**config.mk**
```make
export PLATFORM = sky130hd
export DESIGN_NAME = length_prefix_frame_decoder_core
export DESIGN_NICKNAME = d
export VERILOG_FILES = /design/src/design/lpfd_pkg.sv /design/src/design/lpfd_front.sv /design/src/design/lpfd_queue.sv /design/src/design/lpfd_back.sv /design/src/design/length_prefix_frame_decoder_core.sv
export SDC_FILE = /design/constraint.sdc
export NUM_CORES = 1
export LEC_CHECK = 0
export ABC_AREA = 1
export BUFFER_PORTS_ARGS = -buffer_cell sky130_fd_sc_hd__buf_2
export CORE_MARGIN = 2
export CORE_UTILIZATION = 35
export CTS_CLUSTER_SIZE = 16
export DETAILED_ROUTE_END_ITERATION = 6
export GPL_ROUTABILITY_DRIVEN = 0
export GPL_TIMING_DRIVEN = 0
export SLEW_MARGIN = 5
export SYNTH_ARGS = -nofsm -noshare
export SYNTH_HDL_FRONTEND = slang
export SYNTH_HIERARCHICAL = 1
export SYNTH_SLANG_ARGS = --single-unit
export TNS_END_PERCENT = 5
```
**constraint.sdc**
```tcl
create_clock -name clk -period 2.64 [get_ports clk]
set_input_delay 0.264 -clock clk [delete_from_list [all_inputs] [get_ports clk]]
set_output_delay 0.264 -clock clk [all_outputs]
set_load 0.02 [all_outputs]
```
**src/design/lpfd_pkg.sv**
```systemverilog
// ----------------------------------------------------------------------------
// lpfd_pkg: shared types and constants for the length-prefix frame decoder
// Phase codes, result codes, the result record and reset/default values.
// ----------------------------------------------------------------------------
package lpfd_pkg;

    localparam int unsigned LEN_W       = 32;
    localparam int unsigned BYTE_W      = 8;
    localparam int unsigned RES_KIND_W  = 2;
    localparam int unsigned PREFIX_LEN  = 4;
    localparam int unsigned PREFIX_CNT_W = 2;

    localparam logic [LEN_W-1:0] MAX_LEN_RESET = 32'd65535;

    localparam int unsigned QUEUE_DEPTH_DEFAULT = 2;

    typedef enum logic [1:0] {
        PH_PREFIX  = 2'd0,
        PH_PAYLOAD = 2'd1,
        PH_ERROR   = 2'd2
    } phase_t;

    typedef logic [RES_KIND_W-1:0] res_kind_t;

    localparam res_kind_t RES_PAYLOAD  = 2'd0;
    localparam res_kind_t RES_EMPTY    = 2'd1;
    localparam res_kind_t RES_OVERSIZE = 2'd2;

    localparam logic [PREFIX_CNT_W-1:0] PREFIX_LAST = PREFIX_CNT_W'(PREFIX_LEN - 1);

    typedef struct packed {
        res_kind_t           kind;
        logic [BYTE_W-1:0]   data;
        logic                last;
    } res_t;

endpackage

```
**src/design/lpfd_front.sv**
```systemverilog
// ----------------------------------------------------------------------------
// lpfd_front: input beat parser
// Gathers the big-endian length prefix, tracks payload count and error state,
// and pushes at most one result record per accepted beat into the queue.
// ----------------------------------------------------------------------------
module lpfd_front
    import lpfd_pkg::*;
(
    input  logic                  clk,
    input  logic                  rst_n,
    input  logic                  cfg_we,
    input  logic [LEN_W-1:0]      cfg_wdata,
    input  logic                  in_valid,
    input  logic                  in_resync,
    input  logic [BYTE_W-1:0]     in_byte,
    output logic                  in_ready,
    input  logic                  q_full,
    output logic                  q_push,
    output res_t                  q_data
);

    phase_t                    phase_reg, phase_next;
    logic [PREFIX_CNT_W-1:0]   cnt_reg, cnt_next;
    logic [LEN_W-1:0]          shift_reg, shift_next;
    logic [LEN_W-1:0]          remain_reg, remain_next;
    logic [LEN_W-1:0]          max_len_reg;
    logic [LEN_W-1:0]          shifted;
    logic [LEN_W-1:0]          remain_dec;
    logic                      accept;

    assign in_ready   = !q_full;
    assign accept     = in_valid && in_ready;
    assign shifted    = {shift_reg[LEN_W-BYTE_W-1:0], in_byte};
    assign remain_dec = remain_reg - LEN_W'(1);

    always_ff @(posedge clk or negedge rst_n)
    begin
        if (!rst_n)
        begin
            phase_reg   <= PH_PREFIX;
            cnt_reg     <= '0;
            shift_reg   <= '0;
            remain_reg  <= '0;
            max_len_reg <= MAX_LEN_RESET;
        end
        else
        begin
            phase_reg  <= phase_next;
            cnt_reg    <= cnt_next;
            shift_reg  <= shift_next;
            remain_reg <= remain_next;
            if (cfg_we)
            begin
                max_len_reg <= cfg_wdata;
            end
        end
    end

    always_comb
    begin
        phase_next  = phase_reg;
        cnt_next    = cnt_reg;
        shift_next  = shift_reg;
        remain_next = remain_reg;
        q_push      = 1'b0;
        q_data      = '0;

        if (accept)
        begin
            if (in_resync)
            begin
                phase_next  = PH_PREFIX;
                cnt_next    = '0;
                shift_next  = '0;
                remain_next = '0;
            end
            else
            begin
                unique case (phase_reg)
                    PH_PREFIX:
                    begin
                        if (cnt_reg != PREFIX_LAST)
                        begin
                            shift_next = shifted;
                            cnt_next   = cnt_reg + PREFIX_CNT_W'(1);
                        end
                        else
                        begin
                            cnt_next   = '0;
                            shift_next = '0;
                            if (shifted > max_len_reg)
                            begin
                                phase_next  = PH_ERROR;
                                remain_next = '0;
                                q_push      = 1'b1;
                                q_data.kind = RES_OVERSIZE;
                                q_data.last = 1'b1;
                            end
                            else if (shifted == '0)
                            begin
                                q_push      = 1'b1;
                                q_data.kind = RES_EMPTY;
                                q_data.last = 1'b1;
                            end
                            else
                            begin
                                remain_next = shifted;
                                phase_next  = PH_PAYLOAD;
                            end
                        end
                    end
                    PH_PAYLOAD:
                    begin
                        remain_next = remain_dec;
                        q_push      = 1'b1;
                        q_data.kind = RES_PAYLOAD;
                        q_data.data = in_byte;
                        q_data.last = (remain_dec == '0);
                        if (remain_dec == '0)
                        begin
                            phase_next = PH_PREFIX;
                        end
                    end
                    default:
                    begin
                        // discarding until resync
                    end
                endcase
            end
        end
    end

endmodule

```
**src/design/lpfd_queue.sv**
```systemverilog
// ----------------------------------------------------------------------------
// lpfd_queue: result queue
// Small circular buffer between the parser and the output stage.
// ----------------------------------------------------------------------------
module lpfd_queue
    import lpfd_pkg::*;
#(
    parameter int unsigned DEPTH = QUEUE_DEPTH_DEFAULT
)
(
    input  logic  clk,
    input  logic  rst_n,
    input  logic  push,
    input  res_t  push_data,
    output logic  full,
    input  logic  pop,
    output logic  not_empty,
    output res_t  pop_data
);

    localparam int unsigned AW = (DEPTH > 1) ? $clog2(DEPTH) : 1;
    localparam int unsigned CW = $clog2(DEPTH + 1);

    res_t              mem [DEPTH];
    logic [AW-1:0]     wr_ptr_reg, rd_ptr_reg;
    logic [CW-1:0]     count_reg;
    logic              do_push, do_pop;

    assign full      = (count_reg == CW'(DEPTH));
    assign not_empty = (count_reg != '0);
    assign do_push   = push && !full;
    assign do_pop    = pop && not_empty;
    assign pop_data  = mem[rd_ptr_reg];

    always_ff @(posedge clk)
    begin
        if (do_push)
        begin
            mem[wr_ptr_reg] <= push_data;
        end
    end

    always_ff @(posedge clk or negedge rst_n)
    begin
        if (!rst_n)
        begin
            wr_ptr_reg <= '0;
            rd_ptr_reg <= '0;
            count_reg  <= '0;
        end
        else
        begin
            if (do_push)
            begin
                wr_ptr_reg <= (wr_ptr_reg == AW'(DEPTH - 1)) ? '0 : wr_ptr_reg + AW'(1);
            end
            if (do_pop)
            begin
                rd_ptr_reg <= (rd_ptr_reg == AW'(DEPTH - 1)) ? '0 : rd_ptr_reg + AW'(1);
            end
            if (do_push && !do_pop)
            begin
                count_reg <= count_reg + CW'(1);
            end
            else if (do_pop && !do_push)
            begin
                count_reg <= count_reg - CW'(1);
            end
        end
    end

endmodule

```
**src/design/lpfd_back.sv**
```systemverilog
// ----------------------------------------------------------------------------
// lpfd_back: output stage
// Registered master-side beat, refilled from the queue whenever it drains.
// ----------------------------------------------------------------------------
module lpfd_back
    import lpfd_pkg::*;
(
    input  logic  clk,
    input  logic  rst_n,
    input  logic  q_not_empty,
    input  res_t  q_data,
    output logic  q_pop,
    output logic  out_valid,
    input  logic  out_ready,
    output res_t  out_data
);

    logic  valid_reg;
    res_t  data_reg;

    assign q_pop     = q_not_empty && (!valid_reg || out_ready);
    assign out_valid = valid_reg;
    assign out_data  = data_reg;

    always_ff @(posedge clk or negedge rst_n)
    begin
        if (!rst_n)
        begin
            valid_reg <= 1'b0;
        end
        else if (q_pop)
        begin
            valid_reg <= 1'b1;
        end
        else if (out_ready)
        begin
            valid_reg <= 1'b0;
        end
    end

    always_ff @(posedge clk)
    begin
        if (q_pop)
        begin
            data_reg <= q_data;
        end
    end

endmodule

```
**src/design/length_prefix_frame_decoder_core.sv**
```systemverilog
// ----------------------------------------------------------------------------
// length_prefix_frame_decoder_core: 32-bit big-endian length-prefix deframer
//
//   channel  dir  handshake           payload                  beat contents
//   s_*      in   s_tvalid s_tready   s_tdata s_tuser          stream byte or resync
//   m_*      out  m_tvalid m_tready   m_tdata m_tuser m_tlast  payload byte / empty / error
//   cfg_*    in   cfg_we              cfg_wdata                max payload length
//
// One input beat per cycle while the result queue has room; a result is written
// into the queue at the accepting edge and then loaded into the output register for m_*.
// Throughput is set by the parser's state update (shift, 32-bit
// compare, 32-bit decrement). s_tready drops only while the result queue is full.
// Reset clears the parser to prefix collection and sets the maximum to 65535.
// ----------------------------------------------------------------------------
module length_prefix_frame_decoder_core
    import lpfd_pkg::*;
#(
    parameter int unsigned QUEUE_DEPTH = QUEUE_DEPTH_DEFAULT
)
(
    input  logic               clk,
    input  logic               rst_n,
    input  logic               cfg_we,
    input  logic [LEN_W-1:0]   cfg_wdata,
    input  logic               s_tvalid,
    output logic               s_tready,
    input  logic [7:0]         s_tdata,   // [7:0] stream_byte
    input  logic [0:0]         s_tuser,   // [0] kind
    output logic               m_tvalid,
    input  logic               m_tready,
    output logic [7:0]         m_tdata,   // [7:0] payload_byte
    output logic [1:0]         m_tuser,   // [1:0] result_kind
    output logic               m_tlast    // frame_last
);

    logic  q_full, q_push, q_not_empty, q_pop;
    res_t  q_in, q_out, out_rec;

    lpfd_front u_front (
        .clk       (clk),
        .rst_n     (rst_n),
        .cfg_we    (cfg_we),
        .cfg_wdata (cfg_wdata),
        .in_valid  (s_tvalid),
        .in_resync (s_tuser[0]),
        .in_byte   (s_tdata),
        .in_ready  (s_tready),
        .q_full    (q_full),
        .q_push    (q_push),
        .q_data    (q_in)
    );

    lpfd_queue #(
        .DEPTH (QUEUE_DEPTH)
    ) u_queue (
        .clk       (clk),
        .rst_n     (rst_n),
        .push      (q_push),
        .push_data (q_in),
        .full      (q_full),
        .pop       (q_pop),
        .not_empty (q_not_empty),
        .pop_data  (q_out)
    );

    lpfd_back u_back (
        .clk         (clk),
        .rst_n       (rst_n),
        .q_not_empty (q_not_empty),
        .q_data      (q_out),
        .q_pop       (q_pop),
        .out_valid   (m_tvalid),
        .out_ready   (m_tready),
        .out_data    (out_rec)
    );

    assign m_tdata = out_rec.data;
    assign m_tuser = out_rec.kind;
    assign m_tlast = out_rec.last;

`ifndef SYNTHESIS
    // resync beats never produce a result
    assert property (@(posedge clk) disable iff (!rst_n)
        (s_tvalid && s_tready && s_tuser[0]) |-> !q_push)
        else $error("resync beat produced a result");

    // empty and error results are frame ends with zero data
    assert property (@(posedge clk) disable iff (!rst_n)
        (m_tvalid && m_tuser != RES_PAYLOAD) |-> (m_tlast && m_tdata == '0))
        else $error("non-payload result malformed");

    // never push while the queue is full
    assert property (@(posedge clk) disable iff (!rst_n)
        q_push |-> s_tready)
        else $error("push into full queue");
`endif

endmodule

```
Word level (Yosys, flattened, before mapping):

Memory sizes are Yosys's and may differ from the RTL's. A register that Yosys moved wholly into a read port is not among the register bits.
Index checks and enable logic that the tools add are counted.

* register bits: 97
* memory bits (writable): 22
* logic and storage cells: 84
* memories: 1

* $add $sub $neg: 6
* $lt $le $gt $ge: 1
* equal/unequal tests: 6
* multiplexer cells: 39
* reductions and logical operators: 22

Memory list
* u_queue.mem: words 2, bits a word 11, read ports 1, clocked after Yosys merged registers in 1, write ports 1, line lpfd_queue.sv:24 `res_t mem [DEPTH];`

Operator list (count)
* $mux 32: 4
* $mux 24: 3
* $logic_not 32->1: 2
* $pmux 32 s2: 1
* $gt 32x32->1: 1
* $sub 32x1->32 const B: 1
* $mux 2: 13
* $mux 11: 2
* $mux 1: 12
* $mux 8: 1
* $reduce_bool 2->1: 4
* $logic_and 1x1->1: 6
* $reduce_and 5->1: 1
* $add 2x1->2 const B: 2
* $logic_not 1->1: 4
* $ne 4x3->1 const B: 1
* $pmux 1 s2: 2
* $pmux 2 s2: 1
* $reduce_and 4->1: 1
* $ne 3x2->1 const B: 1
* $ne 3x3->1 const B: 1
* $reduce_bool 3->1: 1
* $add 1x1->1 const B: 2
* $eq 2x1->1 const B: 1
* other kinds (6): 6

Longest topological paths before layout:

Gate-level depths: netlist (run 1).

* word-level depth: 12
* depth in mapped cells: 23
* depth with buffers taken out: 23

Cells and area by module:

The synthesis (run 1) kept the hierarchy.

Modules (own cells, without submodules)
* lpfd_front: times used 1, cells an instance 871, area an instance 6093.3 um^2, sequential area each 2322.2 um^2
* lpfd_queue: times used 1, cells an instance 89, area an instance 1039.7 um^2, sequential area each 760.7 um^2
* lpfd_back: times used 1, cells an instance 17, area an instance 379.1 um^2, sequential area each 355.3 um^2

Worst setup path before layout (run 1):

Ideal clock, no wire load.

* kind: reg2reg
* start: reg u_front.max_len_reg[15]
* end: mem u_queue/mem[1][0] in the netlist's numbering, enable pin
* setup time: 0.378 ns
* data arrival time: 2.253 ns
* required time: 2.262 ns
* setup slack: 0.008 ns
* cell stages (with the launch flop): 17
* period minus slack after synthesis: 2.632 ns
* cell sequence: dfstp_2 -> inv_1 -> ha_1 -> nand2_1 -> inv_1 -> nand3_1 -> nor3_2 -> nand2_1 -> nand2_1 -> nand2_1 -> nand2_1 -> nand3_1 -> o211ai_1 -> nand2_1 -> inv_1 -> o21ai_0 -> nor2_1

* word-level cells in the longest chain between the ends: 9

RTL lines
* start, declared: line lpfd_front.sv:26 `logic [LEN_W-1:0] max_len_reg;`
* start signal, assigned: line lpfd_front.sv:54 `max_len_reg <= cfg_wdata;`
* $gt 32x32->1: line lpfd_front.sv:91 `if (shifted > max_len_reg)`
* $mux 1: line lpfd_front.sv:91
* $mux 1: line lpfd_front.sv:82 `if (cnt_reg != PREFIX_LAST)`
* $pmux 1 s2: line lpfd_front.sv:79 `unique case (phase_reg)`
* $mux 1: line lpfd_front.sv:70 `if (in_resync)`
* $mux 1: line lpfd_front.sv:68 `if (accept)`
* via q_push: line length_prefix_frame_decoder_core.sv:36 `logic q_full, q_push, q_not_empty, q_pop;`
* $logic_and 1x1->1: line lpfd_queue.sv:31 `assign do_push = push && !full;`
* $mux 1: line lpfd_queue.sv:37 `if (do_push)`
* $mux 1 (implied by the code): line lpfd_queue.sv:39 `mem[wr_ptr_reg] <= push_data;`
* end, declared: line lpfd_queue.sv:24

The timed path passes the listed nets, and every way through them passes these cells.

Worst setup path after layout (run 1):

* start: reg u_front.shift_reg[12]
* end: reg u_queue.count_reg[1]

* word-level cells in the longest chain between the ends: 11
* elaborated cells on any way between the ends: 14
* those cells by class: order compare (1); mux (7); reduce/logical (6)

RTL lines
* start, declared: line lpfd_front.sv:24 `logic [LEN_W-1:0] shift_reg, shift_next;`
* start signal, assigned: line lpfd_front.sv:50 `shift_reg <= shift_next;`
* parallel branches: the longest is 2 deep, another holds $gt 32x32->1
* $mux 1 *: line lpfd_front.sv:91
* $mux 1 *: line lpfd_front.sv:82
* $pmux 1 s2 *: line lpfd_front.sv:79
* $mux 1 *: line lpfd_front.sv:70
* $mux 1 *: line lpfd_front.sv:68
* via q_push: line length_prefix_frame_decoder_core.sv:36
* $logic_and 1x1->1 *: line lpfd_queue.sv:31
* via u_queue.do_push: line lpfd_queue.sv:27 `logic do_push, do_pop;`
* $logic_not 1->1: line lpfd_queue.sv:65 `else if (do_pop && !do_push)`
* $logic_and 1x1->1: line lpfd_queue.sv:65
* $reduce_bool 2->1 (no source line)
* end signal, assigned: line lpfd_queue.sv:63 `count_reg <= count_reg + CW'(1);`
* end signal, assigned: line lpfd_queue.sv:67 `count_reg <= count_reg - CW'(1);`
* end, declared: line lpfd_queue.sv:26 `logic [CW-1:0] count_reg;`

Mark *: on every way through the listed nets, which the timed path passes.
A chain may end at the register's enable or synchronous reset.

==> impl_metrics.env, run 1 <==
export IMPL_whs_endpoint="u_front/max_len_reg[26]"
export IMPL_area_growth_pct=21.4
export IMPL_required_ps=2950
export IMPL_crit_chain="ha_1 -> nand2_2 -> nor2_4 -> nand4_1 -> nor2_4 -> nand4_1 -> buf_4 -> nand3_4 -> o211ai_1 -> nand2_1 -> inv_2 -> inv_2 -> nor2_4 -> ha_4 -> inv_2 -> nand3_2 -> nand2_1 -> nand2_1"
export IMPL_slowest_stage="dfrtp_1"
export IMPL_gr_total_overflow=0
export IMPL_period_needed_ps=2650
export IMPL_switching_share_pct=46.8
export IMPL_pin_count=59
export IMPL_finalSetupTns_ps=-11.6
export IMPL_synth_cells=977
export IMPL_worstPathArrival_ps=2960
export IMPL_yosys_top_cells_area="dfrtp_1 27%, nand2_1 17%, edfxtp_1 13%"
export IMPL_cts_buffers=17
export IMPL_power_uw=11200
export IMPL_synth_top_area_share_pct=27.0
export IMPL_clk_pin_slew_ps=60
export IMPL_drc_errors=0
export IMPL_criticalPathCategory="reg2reg"
export IMPL_rsz0062_at_grt="yes"
export IMPL_power_frac_seq_pct=27.7
export IMPL_wl_mm=19.8
export IMPL_clk_latency_ps=420
export IMPL_dpl_hpwl_mm=14.8
export IMPL_initial_core_util_pct=35.7
export IMPL_ys_seq_area_share_pct=45.8
export IMPL_antenna_left=0
export IMPL_hold_viol_final=0
export IMPL_finalCritPeriodShare_pct=100
export IMPL_max_slew_worst_pin_slew_ps=781
export IMPL_tritoncts="done"
export IMPL_crit_family="simple AND/OR/NAND/NOR gates"
export IMPL_drt_initial_drc_count=488
export IMPL_drv_cap=0
export IMPL_htreeDepth=4
export IMPL_chipWidth_um=151
export IMPL_timing_final_setup_violations=1
export IMPL_max_clock_freq_mhz=377
export IMPL_use_met1_pct=23.8
export IMPL_grt_pass1_wl_mm=31.9
export IMPL_clockBufferDepth=2
export IMPL_fillerInstances=2084
export IMPL_r2r_end="u_queue/count_reg[1]"
export IMPL_die_y_um=151
export IMPL_layout_setup_ws_ps=-11.6
export IMPL_comb_power_share_pct=52.2
export IMPL_slew_violations=0
export IMPL_ir_drop_uv=597
export IMPL_r2r_cells=18
export IMPL_timing_rr_start="u_front/shift_reg[12]"
export IMPL_synth_top_cell_by_area="dfrtp_1"
export IMPL_grt_busiest_layer="met2"
export IMPL_grt_max_degree=64
export IMPL_violations="setup timing"
export IMPL_syn_area_per_cell_sq_um=7.69
export IMPL_core_area_sq_um=21000
export IMPL_met3_usage_pct=5.67
export IMPL_dr_pass1_iters=6
export IMPL_n_antenna_cell=0
export IMPL_yosys_warnings=6
export IMPL_multi_input_area_sq_um=3720
export IMPL_post_drt_via_cell_ratio=4.77
export IMPL_hold_ws_ps=52.5
export IMPL_p_int_uw=5980
export IMPL_critPathMaxFanout=3
export IMPL_grt_pass1_vias=6289
export IMPL_yosys_register_bits=130
export IMPL_slowest_delay_ps=410
export IMPL_die_area_sq_um=22700
export IMPL_num_vias=6470
export IMPL_root_buffer="clkbuf_16"
export IMPL_syn_area_sq_um=7510
export IMPL_antenna_found_initial=0
export IMPL_dpl_worst_slack_ps=-511
export IMPL_run_status="complete, but fails checks"
export IMPL_port_buffer_count=56
export IMPL_grt_util_all_layers_pct=18.3
export IMPL_clock_power_share_pct=20.1
export IMPL_whs_path_depth=3
export IMPL_final_nets=1149
export IMPL_power_switching_uw=5260
export IMPL_power_density_nw_per_um2=1230
export IMPL_rows=53
export IMPL_drive_above_1_share_pct=20.3
export IMPL_start_kind="flop"
export IMPL_seq_area_sq_um=3440
export IMPL_regToRegSetupSlack_ps=-10
export IMPL_post_route_util_pct=43.4
export IMPL_clock_skew_ps=11.1
export IMPL_ys_types=36
export IMPL_hold_start="cfg_wdata[26]"
export IMPL_met2_usage_pct=29.1
export IMPL_cp_num_buf_inv=4
export IMPL_synth_fp_nets=1059
export IMPL_slew_headroom_pct=47.7
export IMPL_worst_setup_path_end_kind="flop"
export IMPL_hp_class="in2reg"
export IMPL_power_leakage_uw=0.00443
export IMPL_wl_per_cell_um=14.6
export IMPL_cts_sinks=130
repair_timing:
item	CTS	global route
endpoints found under the hold margin	21	0
setup endpoints to repair	34	62
pin swaps	8	27
setup buffers	6	6
gates resized for setup	22	39
gates cloned	1	0
hold buffers	1	0
per-stage QoR:
stage | std cells | area, sq um
final | 1355 | 9120
after global routing | 1355 | 9120
after CTS | 1349 | 8890
after detailed placement | 1309 | 8170
after global placement | 1308 | 8140
after floorplan | 977 | 7510
synth_stat cells:
library cell	instances
o22ai_1	19
inv_1	118
nor3_2	1
nor2_4	9
nand2_2	19
nor2_1	86
xnor2_1	4
nor3b_1	2
nor3_1	6
nand2_1	332
nand4_1	19
o21a_1	1
o21ai_0	74
nand3_1	37
inv_2	5
nand2_4	3
dfrtp_1	81
mux2_2	1
ha_1	36
buf_6	4
nor2_2	12
o211ai_1	1
nand3b_1	1
nor2_8	1
a21oi_1	16
dfstp_2	16
clkbuf_1	15
o21ai_1	12
nand3_2	2
clkinv_1	1
a21oi_2	1
buf_2	6
edfxtp_1	33
a32o_1	1
clkbuf_2	1
a21boi_0	1
worst max-delay path by stage:
| stage | from | end | slack (ps) | cells past startpoint |
|---|---|---|---|---|
| 2_1_floorplan | u_front/max_len_reg[15] | u_queue/mem[1][0] | 8 | 16 |
| 3_3_place_gp | u_front/shift_reg[23] | u_queue/mem[1][2] | -550 | 13 |
| 3_5_place_dp | u_front/max_len_reg[15] | u_queue/mem[1][2] | -510 | 16 |
| 4_1_cts | u_front/max_len_reg[14] | u_queue/count_reg[1] | 2 | 21 |
| 5_1_grt | u_front/max_len_reg[14] | u_queue/count_reg[1] | -160 | 21 |
| 6_report | u_front/shift_reg[12] | u_queue/count_reg[1] | -10 | 18 |
worst reg2reg max path: cells and delay by family, from the launching register on:
kind	cells	cell delay, ps
DFF	1	410
adders and majority gates	2	540
AOI/OAI and AO/OA	1	80
and+or+nand+nor	11	1110
buffers and inverters	4	400
power groups by stage:
stage	logic, uW	clock network [uW]	registers [uW]
2_1_floorplan	4170	0	3110
3_3_place_gp	5520	0	3120
3_5_place_dp	5570	0	3120
4_1_cts	5680	2320	3100
5_1_grt	6710	2420	3180
6_report	5870	2260	3110
layout by cell type, fill, tap and decap left out, types with 24 or more instances in the layout:
cell	count
buf_2	60
dfrtp_1	81
edfxtp_1	33
ha_1	25
inv_1	107
nand2_1	322
nand2_2	24
nand3_1	34
nor2_1	81
o21ai_0	71
layer usage:
metal	wire length, um	part of all wire [%]	up-vias
met5	0	0	-
met4	357	1.8	0
met3	1350	6.8	24
met2	9070	46	170
met1	9010	46	2966
li1	-	-	3310
kinds of logic after synthesis:
group                    Yosys count  share of synthesized area (%)
AND/OR/NAND/NOR                  530                           30.7
buffers and inverters            150                           8.01
flip-flops                       130                           45.8
AO/OA/AOI/OAI                    126                           8.93
adder cells (fa/ha/maj)           36                           6.00
XOR/XNOR                           4                          0.466
multiplexers                       1                          0.150
layout make-up:
class / count / area share, %
clock buffers: 29 / 6.08
inverters: 124 / 5.15
repair buffers: 70 / 4.64
clock inverters: 3 / 0.192
flip-flops and latches: 130 / 37.7
well taps: 275 / 3.77
multi-input cells: 697 / 40.8
repair inverters: 1 / 0.0823
plain buffers: 26 / 1.56
Note: power is estimated with default switching activity, not from simulation.
==> run 2: changes to the inputs <==
--- a/config.mk
+++ b/config.mk
@@ -13,6 +13,7 @@
 export DETAILED_ROUTE_END_ITERATION = 6
 export GPL_ROUTABILITY_DRIVEN = 0
 export GPL_TIMING_DRIVEN = 0
+export MAX_ROUTING_LAYER = met4
 export SLEW_MARGIN = 5
 export SYNTH_ARGS = -nofsm -noshare
 export SYNTH_HDL_FRONTEND = slang
==> impl_metrics.env, run 2 (same netlist as run 1, synthesis figures left out) <==
export IMPL_run_status="complete, but fails checks"
export IMPL_violations="setup timing"
export IMPL_whs_endpoint="u_front/max_len_reg[26]"
export IMPL_critPathMaxFanout=3
export IMPL_drive_above_1_share_pct=20.3
export IMPL_clock_skew_ps=10.3
export IMPL_slowest_delay_ps=410
export IMPL_rows=53
export IMPL_num_vias=6503
export IMPL_gr_total_overflow=0
export IMPL_post_drt_via_cell_ratio=4.80
export IMPL_power_leakage_uw=0.00443
export IMPL_drc_errors=0
export IMPL_dpl_hpwl_mm=14.8
export IMPL_worstPathArrival_ps=2950
export IMPL_hp_class="in2reg"
export IMPL_initial_core_util_pct=35.7
export IMPL_power_uw=11300
export IMPL_clock_power_share_pct=20.2
export IMPL_chipWidth_um=151
export IMPL_switching_share_pct=46.9
export IMPL_grt_util_all_layers_pct=18.8
export IMPL_die_area_sq_um=22700
export IMPL_tritoncts="done"
export IMPL_finalCritPeriodShare_pct=100
export IMPL_wl_mm=19.8
export IMPL_rsz0062_at_grt="yes"
export IMPL_required_ps=2950
export IMPL_core_area_sq_um=21000
export IMPL_p_int_uw=5980
export IMPL_antenna_found_initial=0
export IMPL_power_density_nw_per_um2=1230
export IMPL_layout_setup_ws_ps=-0.561
export IMPL_pin_count=59
export IMPL_drt_initial_drc_count=477
export IMPL_port_buffer_count=56
export IMPL_root_buffer="clkbuf_16"
export IMPL_final_common_cell="nand2_1"
export IMPL_grt_max_degree=64
export IMPL_grt_pass1_vias=6285
export IMPL_clockBufferDepth=2
export IMPL_slew_violations=0
export IMPL_max_clock_freq_mhz=379
export IMPL_r2r_cells=18
export IMPL_post_route_util_pct=43.4
export IMPL_regToRegSetupSlack_ps=-0.6
export IMPL_slew_headroom_pct=47.1
export IMPL_clk_pin_slew_ps=60
export IMPL_crit_chain="ha_1 -> nand2_2 -> nor2_4 -> nand4_1 -> nor2_4 -> nand4_1 -> buf_4 -> nand3_4 -> o211ai_1 -> nand2_1 -> inv_2 -> inv_2 -> nor2_4 -> ha_4 -> inv_2 -> nand3_2 -> nand2_1 -> nand2_1"
export IMPL_n_antenna_cell=0
export IMPL_power_switching_uw=5280
export IMPL_worst_setup_path_end_kind="flop"
export IMPL_ir_drop_uv=602
export IMPL_antenna_left=0
export IMPL_timing_final_setup_violations=1
export IMPL_drv_cap=0
export IMPL_grt_pass1_wl_mm=31.9
export IMPL_hold_start="cfg_wdata[26]"
export IMPL_place_area_sq_um=8170
export IMPL_max_slew_worst_pin_slew_ps=790
export IMPL_power_frac_seq_pct=27.6
export IMPL_hold_viol_final=0
export IMPL_wl_per_cell_um=14.6
export IMPL_whs_path_depth=3
export IMPL_die_y_um=151
export IMPL_dr_pass1_iters=5
export IMPL_slowest_stage="dfrtp_1"
export IMPL_area_growth_pct=21.4
export IMPL_postLayoutCellArea_sq_um=9120
export IMPL_final_cell_mix="322 x nand2_1, 107 x inv_1, 81 x dfrtp_1, 81 x nor2_1, 71 x o21ai_0"
export IMPL_htreeDepth=4
export IMPL_cts_sinks=130
export IMPL_r2r_end="u_queue/count_reg[1]"
export IMPL_clk_latency_ps=420
export IMPL_final_nets=1149
export IMPL_criticalPathCategory="reg2reg"
export IMPL_period_needed_ps=2640
export IMPL_start_kind="flop"
export IMPL_finalSetupTns_ps=-0.561
export IMPL_comb_power_share_pct=52.2
export IMPL_timing_rr_start="u_front/shift_reg[12]"
export IMPL_cts_buffers=17
## run 2: changes by cell type in the layout (fill, tap and decap cells not counted), sizes merged
cell,change
buf,-1
clkbuf,+1
## run 2: worst max-delay path, delay by kind of cell, from the launching register on
kind,cells,cell delay [ps]
compound gates,1,80
buf+inv,4,390
simple gates,11,1100
fa+ha+maj,2,540
flops,1,410
## run 2: how the worst max path moves through the flow
| stage | from | end | slack (ps) |
|---|---|---|---|
| after floorplan | u_front/max_len_reg[15] | u_queue/mem[1][0] | 8 |
| after global placement | u_front/shift_reg[23] | u_queue/mem[1][2] | -550 |
| after detailed placement | u_front/max_len_reg[15] | u_queue/mem[1][2] | -510 |
| after CTS | u_front/max_len_reg[14] | u_queue/count_reg[1] | 2 |
| after global routing | u_front/max_len_reg[14] | u_queue/count_reg[1] | -160 |
| final | u_front/shift_reg[12] | u_queue/count_reg[1] | -0.6 |
## run 2: what timing repair did
item,4_1_cts,5_1_grt
gates cloned,1,0
endpoints found under the setup margin,34,62
buffers inserted,6,6
gates resized for setup,22,38
hold buffers,1,0
hold endpoints to repair,21,0
pin swaps,8,27
## run 2: area by class of cell
class | instances | area (sq um)
clock inverters | 3 | 17.5
clock buffers | 29 | 554
flip-flops and latches | 130 | 3440
inverters | 124 | 469
well taps | 275 | 344
plain buffers | 26 | 143
fillers | 2084 | 11900
repair inverters | 1 | 7.51
multi-input cells | 697 | 3720
repair buffers | 70 | 423
## run 2: power by group through the flow
stage	registers (uW)	clock network, uW	logic, uW
floorplan	3110	0	4170
global placement	3120	0	5520
detailed placement	3120	0	5570
CTS	3100	2320	5680
global route	3180	2420	6720
finish	3110	2270	5880
## run 2: stage by stage
step	instances	worst slack [ps]	hold WS [ps]
final	1355	-0.561	51.3
after global routing	1355	-160	43.5
after CTS	1349	1.53	36.2
after detailed placement	1309	-511	261
after global placement	1308	-545	470
after floorplan	977	8.27	-31.6
## run 2: metal layers
metal  share of wire (%)  global-route usage (%)
met4                 2.1                    5.52
met3                 7.0                    5.64
met5                   0                       -
met1                  45                    23.9
met2                  46                    29.1
